### config.mk
export PLATFORM = sky130hd
export DESIGN_NAME = integer_literal_parser_core
export DESIGN_NICKNAME = d
export VERILOG_FILES = /design/src/rtl/core/ilp_pkg.sv /design/src/rtl/core/ilp_step.sv /design/src/rtl/core/ilp_finish.sv /design/src/rtl/core/integer_literal_parser_core.sv
export VERILOG_INCLUDE_DIRS = /design/src /design/src/rtl/core
export SDC_FILE = /design/constraint.sdc
export NUM_CORES = 1
export LEC_CHECK = 0
export ABC_AREA = 1
export BUFFER_PORTS_ARGS = -buffer_cell sky130_fd_sc_hd__buf_2
export CAP_MARGIN = 0
export CORE_MARGIN = 2
export CORE_UTILIZATION = 45
export DETAILED_ROUTE_END_ITERATION = 7
export GPL_ROUTABILITY_DRIVEN = 0
export PLACE_DENSITY = 0.64
export SLEW_MARGIN = 20
export SYNTH_ARGS = -nofsm -noshare
export SYNTH_HDL_FRONTEND = slang
export SYNTH_HIERARCHICAL = 1
export SYNTH_SLANG_ARGS = --single-unit
### constraint.sdc
create_clock -name i_clk -period 14.49 [get_ports i_clk]
set_clock_uncertainty 0.2 [all_clocks]
set_input_delay 0 -clock i_clk [delete_from_list [all_inputs] [get_ports i_clk]]
set_output_delay 0 -clock i_clk [all_outputs]
set_load 0.05 [all_outputs]
### src/rtl/core/integer_literal_parser_core_assert.svh
// Assertion macros used by the integer literal parser top level.
// Needs a clock named i_clk and an active-low reset named i_rst_n in scope.
`ifndef INTEGER_LITERAL_PARSER_CORE_ASSERT_SVH
`define INTEGER_LITERAL_PARSER_CORE_ASSERT_SVH

// Same-cycle implication, disabled while reset is held.
`define ILP_ASSERT_SAME(lbl, ante, cons) \
    lbl: assert property (@(posedge i_clk) disable iff (!i_rst_n) (ante) |-> (cons)) \
        else $error("integer literal parser check failed");

// Next-cycle implication, disabled while reset is held.
`define ILP_ASSERT_NEXT(lbl, ante, cons) \
    lbl: assert property (@(posedge i_clk) disable iff (!i_rst_n) (ante) |=> (cons)) \
        else $error("integer literal parser check failed");

`endif

### src/rtl/core/ilp_pkg.sv
// Shared types, codes and constants of the integer literal parser.
// No dependencies; imported by every module of the block.
`timescale 1ns / 1ps

package ilp_pkg;

    localparam int MAX_DIGITS = 2047;
    localparam int CNT_W      = $clog2(MAX_DIGITS + 2);

    // Token kinds.
    localparam logic [1:0] KIND_DEC = 2'd0;
    localparam logic [1:0] KIND_HEX = 2'd1;
    localparam logic [1:0] KIND_BIN = 2'd2;
    localparam logic [1:0] KIND_OCT = 2'd3;

    // Token phases.
    localparam logic [2:0] PH_START  = 3'd0;
    localparam logic [2:0] PH_ZERO   = 3'd1;
    localparam logic [2:0] PH_DIGITS = 3'd2;
    localparam logic [2:0] PH_MARKER = 3'd3;
    localparam logic [2:0] PH_WIDTH  = 3'd4;

    // Result status codes.
    localparam logic [2:0] ST_OK       = 3'd0;
    localparam logic [2:0] ST_LENGTH   = 3'd1;
    localparam logic [2:0] ST_OVERFLOW = 3'd2;
    localparam logic [2:0] ST_RANGE    = 3'd3;
    localparam logic [2:0] ST_SUFFIX   = 3'd4;

    // Type codes; bit 2 marks unsigned.
    localparam logic [2:0] TY_I8  = 3'd0;
    localparam logic [2:0] TY_I16 = 3'd1;
    localparam logic [2:0] TY_I32 = 3'd2;
    localparam logic [2:0] TY_I64 = 3'd3;

    // Character codes.
    localparam logic [7:0] CH_0     = 8'h30;
    localparam logic [7:0] CH_9     = 8'h39;
    localparam logic [7:0] CH_UP_A  = 8'h41;
    localparam logic [7:0] CH_UP_Z  = 8'h5A;
    localparam logic [7:0] CH_LO_A  = 8'h61;
    localparam logic [7:0] CH_LO_B  = 8'h62;
    localparam logic [7:0] CH_LO_F  = 8'h66;
    localparam logic [7:0] CH_LO_H  = 8'h68;
    localparam logic [7:0] CH_LO_I  = 8'h69;
    localparam logic [7:0] CH_LO_O  = 8'h6F;
    localparam logic [7:0] CH_LO_U  = 8'h75;
    localparam logic [7:0] CH_LO_X  = 8'h78;
    localparam logic [7:0] CH_UNDER = 8'h5F;
    localparam logic [7:0] CH_CASE  = 8'h20;

    typedef struct packed {
        logic [2:0]       phase;
        logic [63:0]      acc;
        logic             ovf;
        logic [CNT_W-1:0] cnt;
        logic             is_unsigned;
        logic [7:0]       width_num;
        logic             width_given;
        logic             suffix_err;
    } t_ilp_state;

    localparam t_ilp_state STATE_CLEAR = '{
        phase:       PH_START,
        acc:         64'd0,
        ovf:         1'b0,
        cnt:         '0,
        is_unsigned: 1'b0,
        width_num:   8'd0,
        width_given: 1'b0,
        suffix_err:  1'b0
    };

endpackage

### src/rtl/core/ilp_step.sv
// Per-character next-state logic: prefix skip, digit accumulate, suffix parse.
// Depends on ilp_pkg.
`timescale 1ns / 1ps

module ilp_step import ilp_pkg::*; (
    input  t_ilp_state i_state,
    input  logic [1:0] i_kind,
    input  logic [7:0] i_char,
    output t_ilp_state o_state
);

    logic [7:0]  low_c;
    logic        is_dec;
    logic        is_hex;
    logic [3:0]  dval;
    logic        dig_ok;
    logic        prefix_hit;
    logic        marker_hit;
    logic        in_digits;
    logic [67:0] scaled;
    logic [67:0] summed;
    logic [11:0] wsum;

    always_comb begin
        low_c  = (i_char >= CH_UP_A && i_char <= CH_UP_Z) ? i_char + CH_CASE : i_char;
        is_dec = (i_char >= CH_0 && i_char <= CH_9);
        is_hex = (low_c >= CH_LO_A && low_c <= CH_LO_F);
        dval   = is_dec ? i_char[3:0] : low_c[3:0] + 4'd9;
        unique case (i_kind)
            KIND_DEC: dig_ok = is_dec;
            KIND_HEX: dig_ok = is_dec || is_hex;
            KIND_BIN: dig_ok = is_dec && dval <= 4'd1;
            KIND_OCT: dig_ok = is_dec && dval <= 4'd7;
            default:  dig_ok = 1'b0;
        endcase

        // Radix multiply as shifts; the top four bits catch 64-bit overflow.
        unique case (i_kind)
            KIND_DEC: scaled = {1'b0, i_state.acc, 3'b000} + {3'b000, i_state.acc, 1'b0};
            KIND_HEX: scaled = {i_state.acc, 4'b0000};
            KIND_BIN: scaled = {3'b000, i_state.acc, 1'b0};
            KIND_OCT: scaled = {1'b0, i_state.acc, 3'b000};
            default:  scaled = {4'b0000, i_state.acc};
        endcase
        summed = scaled + {64'd0, dval};

        prefix_hit = (i_kind == KIND_HEX && low_c == CH_LO_X)
                  || (i_kind == KIND_BIN && low_c == CH_LO_B)
                  || (i_kind == KIND_OCT && low_c == CH_LO_O);
        marker_hit = (i_kind == KIND_HEX && low_c == CH_LO_H)
                  || (i_kind == KIND_BIN && low_c == CH_LO_B)
                  || (i_kind == KIND_OCT && low_c == CH_LO_O);
        in_digits  = (i_state.phase == PH_START) || (i_state.phase == PH_ZERO)
                  || (i_state.phase == PH_DIGITS);

        wsum = {4'd0, i_state.width_num} * 12'd10 + {8'd0, i_char[3:0]};

        o_state = i_state;
        if (i_state.suffix_err) begin
            o_state = i_state;
        end else if (i_state.phase == PH_ZERO && prefix_hit) begin
            // A radix prefix discards the leading zero.
            o_state.acc   = 64'd0;
            o_state.cnt   = '0;
            o_state.phase = PH_DIGITS;
        end else if (in_digits) begin
            if (i_char == CH_UNDER) begin
                o_state.phase = PH_DIGITS;
            end else if (dig_ok) begin
                o_state.acc = summed[63:0];
                o_state.ovf = i_state.ovf || (summed[67:64] != 4'd0);
                if (i_state.cnt <= CNT_W'(MAX_DIGITS)) begin
                    o_state.cnt = i_state.cnt + 1'b1;
                end
                o_state.phase = (i_state.phase == PH_START && i_char == CH_0)
                              ? PH_ZERO : PH_DIGITS;
            end else if (marker_hit) begin
                o_state.phase = PH_MARKER;
            end else if (low_c == CH_LO_I || low_c == CH_LO_U) begin
                o_state.is_unsigned = (low_c == CH_LO_U);
                o_state.phase       = PH_WIDTH;
            end else begin
                o_state.suffix_err = 1'b1;
            end
        end else if (i_state.phase == PH_MARKER) begin
            if (low_c == CH_LO_I || low_c == CH_LO_U) begin
                o_state.is_unsigned = (low_c == CH_LO_U);
                o_state.phase       = PH_WIDTH;
            end else begin
                o_state.suffix_err = 1'b1;
            end
        end else if (i_state.phase == PH_WIDTH && is_dec) begin
            o_state.width_num   = (wsum > 12'd255) ? 8'd255 : wsum[7:0];
            o_state.width_given = 1'b1;
        end else begin
            o_state.suffix_err = 1'b1;
        end
    end

endmodule

### src/rtl/core/ilp_finish.sv
// End-of-token evaluation: status priority, type selection and range checks.
// Depends on ilp_pkg.
`timescale 1ns / 1ps

module ilp_finish import ilp_pkg::*; (
    input  t_ilp_state  i_state,
    output logic [63:0] o_value,
    output logic [2:0]  o_type,
    output logic [2:0]  o_status
);

    logic [7:0] w;
    logic       bad_width;
    logic       too_big;
    logic [2:0] code;
    logic [2:0] status;

    always_comb begin
        w = i_state.width_given ? i_state.width_num : 8'd32;
        bad_width = 1'b0;
        too_big   = 1'b0;
        code      = TY_I64;
        unique case (w)
            8'd8: begin
                code    = TY_I8;
                too_big = i_state.is_unsigned ? (i_state.acc[63:8] != '0)
                                              : (i_state.acc[63:7] != '0);
            end
            8'd16: begin
                code    = TY_I16;
                too_big = i_state.is_unsigned ? (i_state.acc[63:16] != '0)
                                              : (i_state.acc[63:15] != '0);
            end
            8'd32: begin
                code    = TY_I32;
                too_big = i_state.is_unsigned ? (i_state.acc[63:32] != '0)
                                              : (i_state.acc[63:31] != '0);
            end
            8'd64: begin
                code = TY_I64;
            end
            default: begin
                bad_width = 1'b1;
            end
        endcase

        status = ST_OK;
        priority if (i_state.suffix_err || (i_state.width_given && i_state.width_num == 8'd0)) begin
            status = ST_SUFFIX;
        end else if (i_state.cnt == '0 || i_state.cnt > CNT_W'(MAX_DIGITS)) begin
            status = ST_LENGTH;
        end else if (i_state.ovf || (!i_state.is_unsigned && i_state.acc[63])) begin
            status = ST_OVERFLOW;
        end else if (bad_width) begin
            status = ST_SUFFIX;
        end else if (too_big) begin
            // Without a written width the literal is promoted to 64 bits.
            if (i_state.width_given) begin
                status = ST_RANGE;
            end else begin
                code = TY_I64;
            end
        end

        if (status == ST_OK) begin
            o_value = i_state.acc;
            o_type  = {i_state.is_unsigned, code[1:0]};
        end else begin
            o_value = 64'd0;
            o_type  = TY_I8;
        end
        o_status = status;
    end

endmodule

### src/rtl/core/integer_literal_parser_core.sv
// Integer literal parser: top level with input, snapshot and result registers.
// Depends on ilp_pkg, ilp_step, ilp_finish and integer_literal_parser_core_assert.svh.
//
// Usage: each input word carries one character of a number token, the token's
// radix kind (decimal, hexadecimal, binary, octal) and a token-end mark on the
// last character. The word is accepted on a rising edge where i_valid is high
// and o_stall is low. Characters without the end mark produce no output word.
// For a word with the end mark, one output word (value, type code, status)
// appears on o_valid after passing the snapshot and result registers, and it is taken at
// the edge where o_valid is high and i_stall is low.
// Throughput is one character word per cycle while o_stall is low. The update
// per character is a radix shift-add on the 64-bit accumulator plus suffix
// decoding, done combinationally between the input register and the token state.
// When the receiver stalls, the result register holds its word; one more
// finished token can wait in the snapshot register, and only when both are
// full does o_stall rise toward the sender.
// Reset (synchronous, active low) empties all three stages and returns the
// token state to the start of a token; no clearing pass is needed.
`timescale 1ns / 1ps
`include "integer_literal_parser_core_assert.svh"

module integer_literal_parser_core import ilp_pkg::*; (
    input  logic        i_clk,
    input  logic        i_rst_n,
    input  logic        i_valid,
    output logic        o_stall,
    input  logic [1:0]  i_radix_kind,
    input  logic [7:0]  i_char_code,
    input  logic        i_token_end,
    output logic        o_valid,
    input  logic        i_stall,
    output logic [63:0] o_literal_value,
    output logic [2:0]  o_type_code,
    output logic [2:0]  o_status
);

    // Input register.
    logic       r_in_valid;
    logic [1:0] r_in_kind;
    logic [7:0] r_in_char;
    logic       r_in_end;

    // Running token state.
    t_ilp_state r_state;
    t_ilp_state n_state;

    // Snapshot of a finished token, waiting for evaluation.
    logic       r_fin_valid;
    t_ilp_state r_fin_state;

    // Result register.
    logic        r_out_valid;
    logic [63:0] r_out_value;
    logic [2:0]  r_out_type;
    logic [2:0]  r_out_status;

    logic        out_adv;
    logic        fin_adv;
    logic        in_go;
    logic        fin_load;
    logic [63:0] fin_value;
    logic [2:0]  fin_type;
    logic [2:0]  fin_status;

    ilp_step u_step (
        .i_state (r_state),
        .i_kind  (r_in_kind),
        .i_char  (r_in_char),
        .o_state (n_state)
    );

    ilp_finish u_finish (
        .i_state  (r_fin_state),
        .o_value  (fin_value),
        .o_type   (fin_type),
        .o_status (fin_status)
    );

    // Each stage moves when the stage after it is empty or draining.
    assign out_adv  = !r_out_valid || !i_stall;
    assign fin_adv  = !r_fin_valid || out_adv;
    assign in_go    = r_in_valid && fin_adv;
    assign fin_load = in_go && r_in_end;
    assign o_stall  = r_in_valid && !fin_adv;

    always_ff @(posedge i_clk) begin
        if (!i_rst_n) begin
            r_in_valid <= 1'b0;
        end else if (!o_stall) begin
            r_in_valid <= i_valid;
        end
    end

    always_ff @(posedge i_clk) begin
        if (!o_stall && i_valid) begin
            r_in_kind <= i_radix_kind;
            r_in_char <= i_char_code;
            r_in_end  <= i_token_end;
        end
    end

    // The last character of a token hands its state to the snapshot and
    // restarts the token state in the same edge.
    always_ff @(posedge i_clk) begin
        if (!i_rst_n) begin
            r_state <= STATE_CLEAR;
        end else if (in_go) begin
            r_state <= r_in_end ? STATE_CLEAR : n_state;
        end
    end

    always_ff @(posedge i_clk) begin
        if (!i_rst_n) begin
            r_fin_valid <= 1'b0;
        end else if (fin_adv) begin
            r_fin_valid <= fin_load;
        end
    end

    always_ff @(posedge i_clk) begin
        if (fin_load) begin
            r_fin_state <= n_state;
        end
    end

    always_ff @(posedge i_clk) begin
        if (!i_rst_n) begin
            r_out_valid <= 1'b0;
        end else if (out_adv) begin
            r_out_valid <= r_fin_valid;
        end
    end

    always_ff @(posedge i_clk) begin
        if (out_adv && r_fin_valid) begin
            r_out_value  <= fin_value;
            r_out_type   <= fin_type;
            r_out_status <= fin_status;
        end
    end

    assign o_valid         = r_out_valid;
    assign o_literal_value = r_out_value;
    assign o_type_code     = r_out_type;
    assign o_status        = r_out_status;

    // A failed token reports zero value and type.
    `ILP_ASSERT_SAME(a_fail_zeroed, o_valid && o_status != ST_OK, o_literal_value == 64'd0 && o_type_code == TY_I8)
    // A signed result always fits in 63 bits.
    `ILP_ASSERT_SAME(a_signed_fits, o_valid && o_status == ST_OK && !o_type_code[2], !o_literal_value[63])
    // After a token end the running state is back at the start of a token.
    `ILP_ASSERT_NEXT(a_token_restart, fin_load, r_state.phase == PH_START && r_state.cnt == '0 && !r_state.suffix_err)

endmodule
==> impl_metrics.csv <==
group,metric,value,unit
outcome,status,"complete, but fails checks",
outcome,violations,"design-rule violations",
critical_path,path_class,"flip-flop to flip-flop",
final_layout,final_nets,3884,
clock_tree,cts-root-buf,"clkbuf_16",
critical_path,crit_path_max_fanout,71,
sta,maxSlewHeadroom,0.258,
floorplan,rows,83,
route,viasPerCell,5.32,
critical_path,cp-end-kind,"flip-flop",
critical_path,worstRegToRegCells,25,
clock_tree,cts_sinks,263,
yosys,postSynthCellCount,3749,
final_layout,layout_commonest_cell,"nand2_1",
route,drt_pass1_iterations,8,
global_route,grt_overflow,0,
floorplan,io_pins,87,
clock_tree,htreeDepth,1,
final_layout,final_core_util,0.491,
route,drt-total-wl,77.1,mm
pwr,max-vdd-ir-drop,0.0846,mV
global_route,track_usage,0.286,
hold_path,hp-class,"input port to flip-flop",
clock_tree,numCtsBuffers,27,
clock_tree,cts.reportedPaths.clkPinSlew,70,ps
sta,worst_pin_slew,1110,ps
placement,hpwl,59.1,mm
pwr,p_leak,11.8,nW
floorplan,die_height,231,um
sta,slew_violations,0,
placement,placed_cell_area,0.0239,mm2
route,drc,1,
final_layout,synthToLayoutAreaGrowth,8.47,%
sta,setup_viol,0,
critical_path,start_kind,"flip-flop",
sta,setup_tns,0,ps
clock_tree,cts.path.max_buffers,3,
global_route,grt_pass1_vias,21600,
critical_path,cp.required,14780,ps
yosys,synth_fp_nets,3856,
final_layout,finish.instance_area,0.0251,mm2
sta,rsz0062_at_grt,"no",
floorplan,die_x,231,um
floorplan,start_util,0.453,
placement,portBuffers,86,
global_route,antenna_found_initial,0,
sta,max_freq,180,MHz
yosys,postSynthAreaPerCell,6.17,um2
final_layout,drive_above_1_share,0.0640,
yosys,syn_area,0.0231,mm2
final_layout,layout_common_cells,"nand2_1, inv_1, nor2_1, nand3_1, a21oi_1",
route,wl_per_cell,17.2,um
route,vias,23800,
sta,hold_viol,0,
global_route,grt_max_degree,95,
hold_path,min_path_cells,2,
yosys,yosys_warnings,6,
critical_path,crit_arrival,5850,ps
pwr,p_per_area,81.4,mW/mm2
floorplan,coreArea,0.0511,mm2
route,dr.first_iter.drc_count,2296,
global_route,grt_pass1_wl,120,mm
floorplan,dieArea,0.0532,mm2
clock_tree,cts_tree,"done",
route,drt.antenna.violating_nets,0,
run,maxCapViolations,0,
sta,period_needed,5560,ps
sta,min_period_over_period,0.384,
clock_tree,clock_latency,550,ps
## path summary, 6_finish.rpt
path	from	endpoint	slack [ps]
setup / recovery	r_in_kind[1]	r_state[80]	8930
hold / removal	i_char_code[5]	r_in_char[5]	7
setup reg to reg	r_in_kind[1]	r_state[80]	8930
hold reg to reg	r_state[21]	r_state[21]	290
## cell type report
type / count / area [um2]
fill: 5466 / 26000
multi-input combinational: 2729 / 13100
sequential: 263 / 6960
inverter: 631 / 2370
tap: 680 / 851
timing repair buffer: 125 / 786
clock buffer: 30 / 717
clock inverter: 20 / 250
antenna: 1 / 2.50
## flip-flops by register name, indices dropped and copies added (netlist names)
signal and flops:
o_status 3, r_fin_state 88, o_valid 1, r_fin_valid 1, o_type_code 3, r_in_end 1, r_in_valid 1, r_in_kind 2
r_state 91, o_literal_value 64, r_in_char 8
## where the power goes
part | switching [W] | leakage [nW] | total [W] | internal [W]
Clock | 0.000312 | 0.467 | 0.000760 | 0.000448
Combinational | 0.000279 | 8.88 | 0.000404 | 0.000126
Sequential | 0.0000488 | 2.41 | 0.000877 | 0.000828
## through the flow
| stage | setup slack (ps) | total power [W] | instances | hold WS, ps |
|---|---|---|---|---|
| after floorplan | 9050 | 0.00116 | 3749 | -101 |
| after global placement | 9270 | 0.00128 | 4404 | -20.4 |
| after detailed placement | 9090 | 0.00128 | 4404 | -18.5 |
| after CTS | 9080 | 0.00204 | 4477 | 1.32 |
| after global routing | 8520 | 0.00213 | 4478 | 5.47 |
| final | 8930 | 0.00204 | 4479 | 7.27 |
## layer usage
layer	vias to the layer above	global-route usage	wire length [um]
li1	12000	-	-
met3	213	0.0284	5620
met5	-	0	0
met2	1021	0.449	33300
met4	0	0.159	5000
met1	10600	0.386	33200
## worst max-delay path, stage by stage, from the launching register on
cell and delay [ps]:
edfxtp_1 640, nor2_4 150, buf_4 680, inv_1 540
o22ai_1 250, nor2_1 70, ha_1 340, nand3_1 90
nand2_1 130, nand3_2 120, nor2_2 190, nand3_1 90
nor2_1 160, nand2_1 120, nor2_1 100, nand4_1 130
nor2_1 290, nand3_1 220, nor2_1 170, xor2_1 190
o21ai_0 90, o21ai_0 140, nand2_1 90, nand3_1 130
nand2_1 60, nor2_1 90
## repair_timing
| item | CTS | global route |
|---|---|---|
| setup buffers | 0 | 0 |
| gates resized for setup | 0 | 0 |
| hold endpoints to repair | 94 | 1 |
| hold buffers | 23 | 1 |
Power figures use the tool's default switching activity.
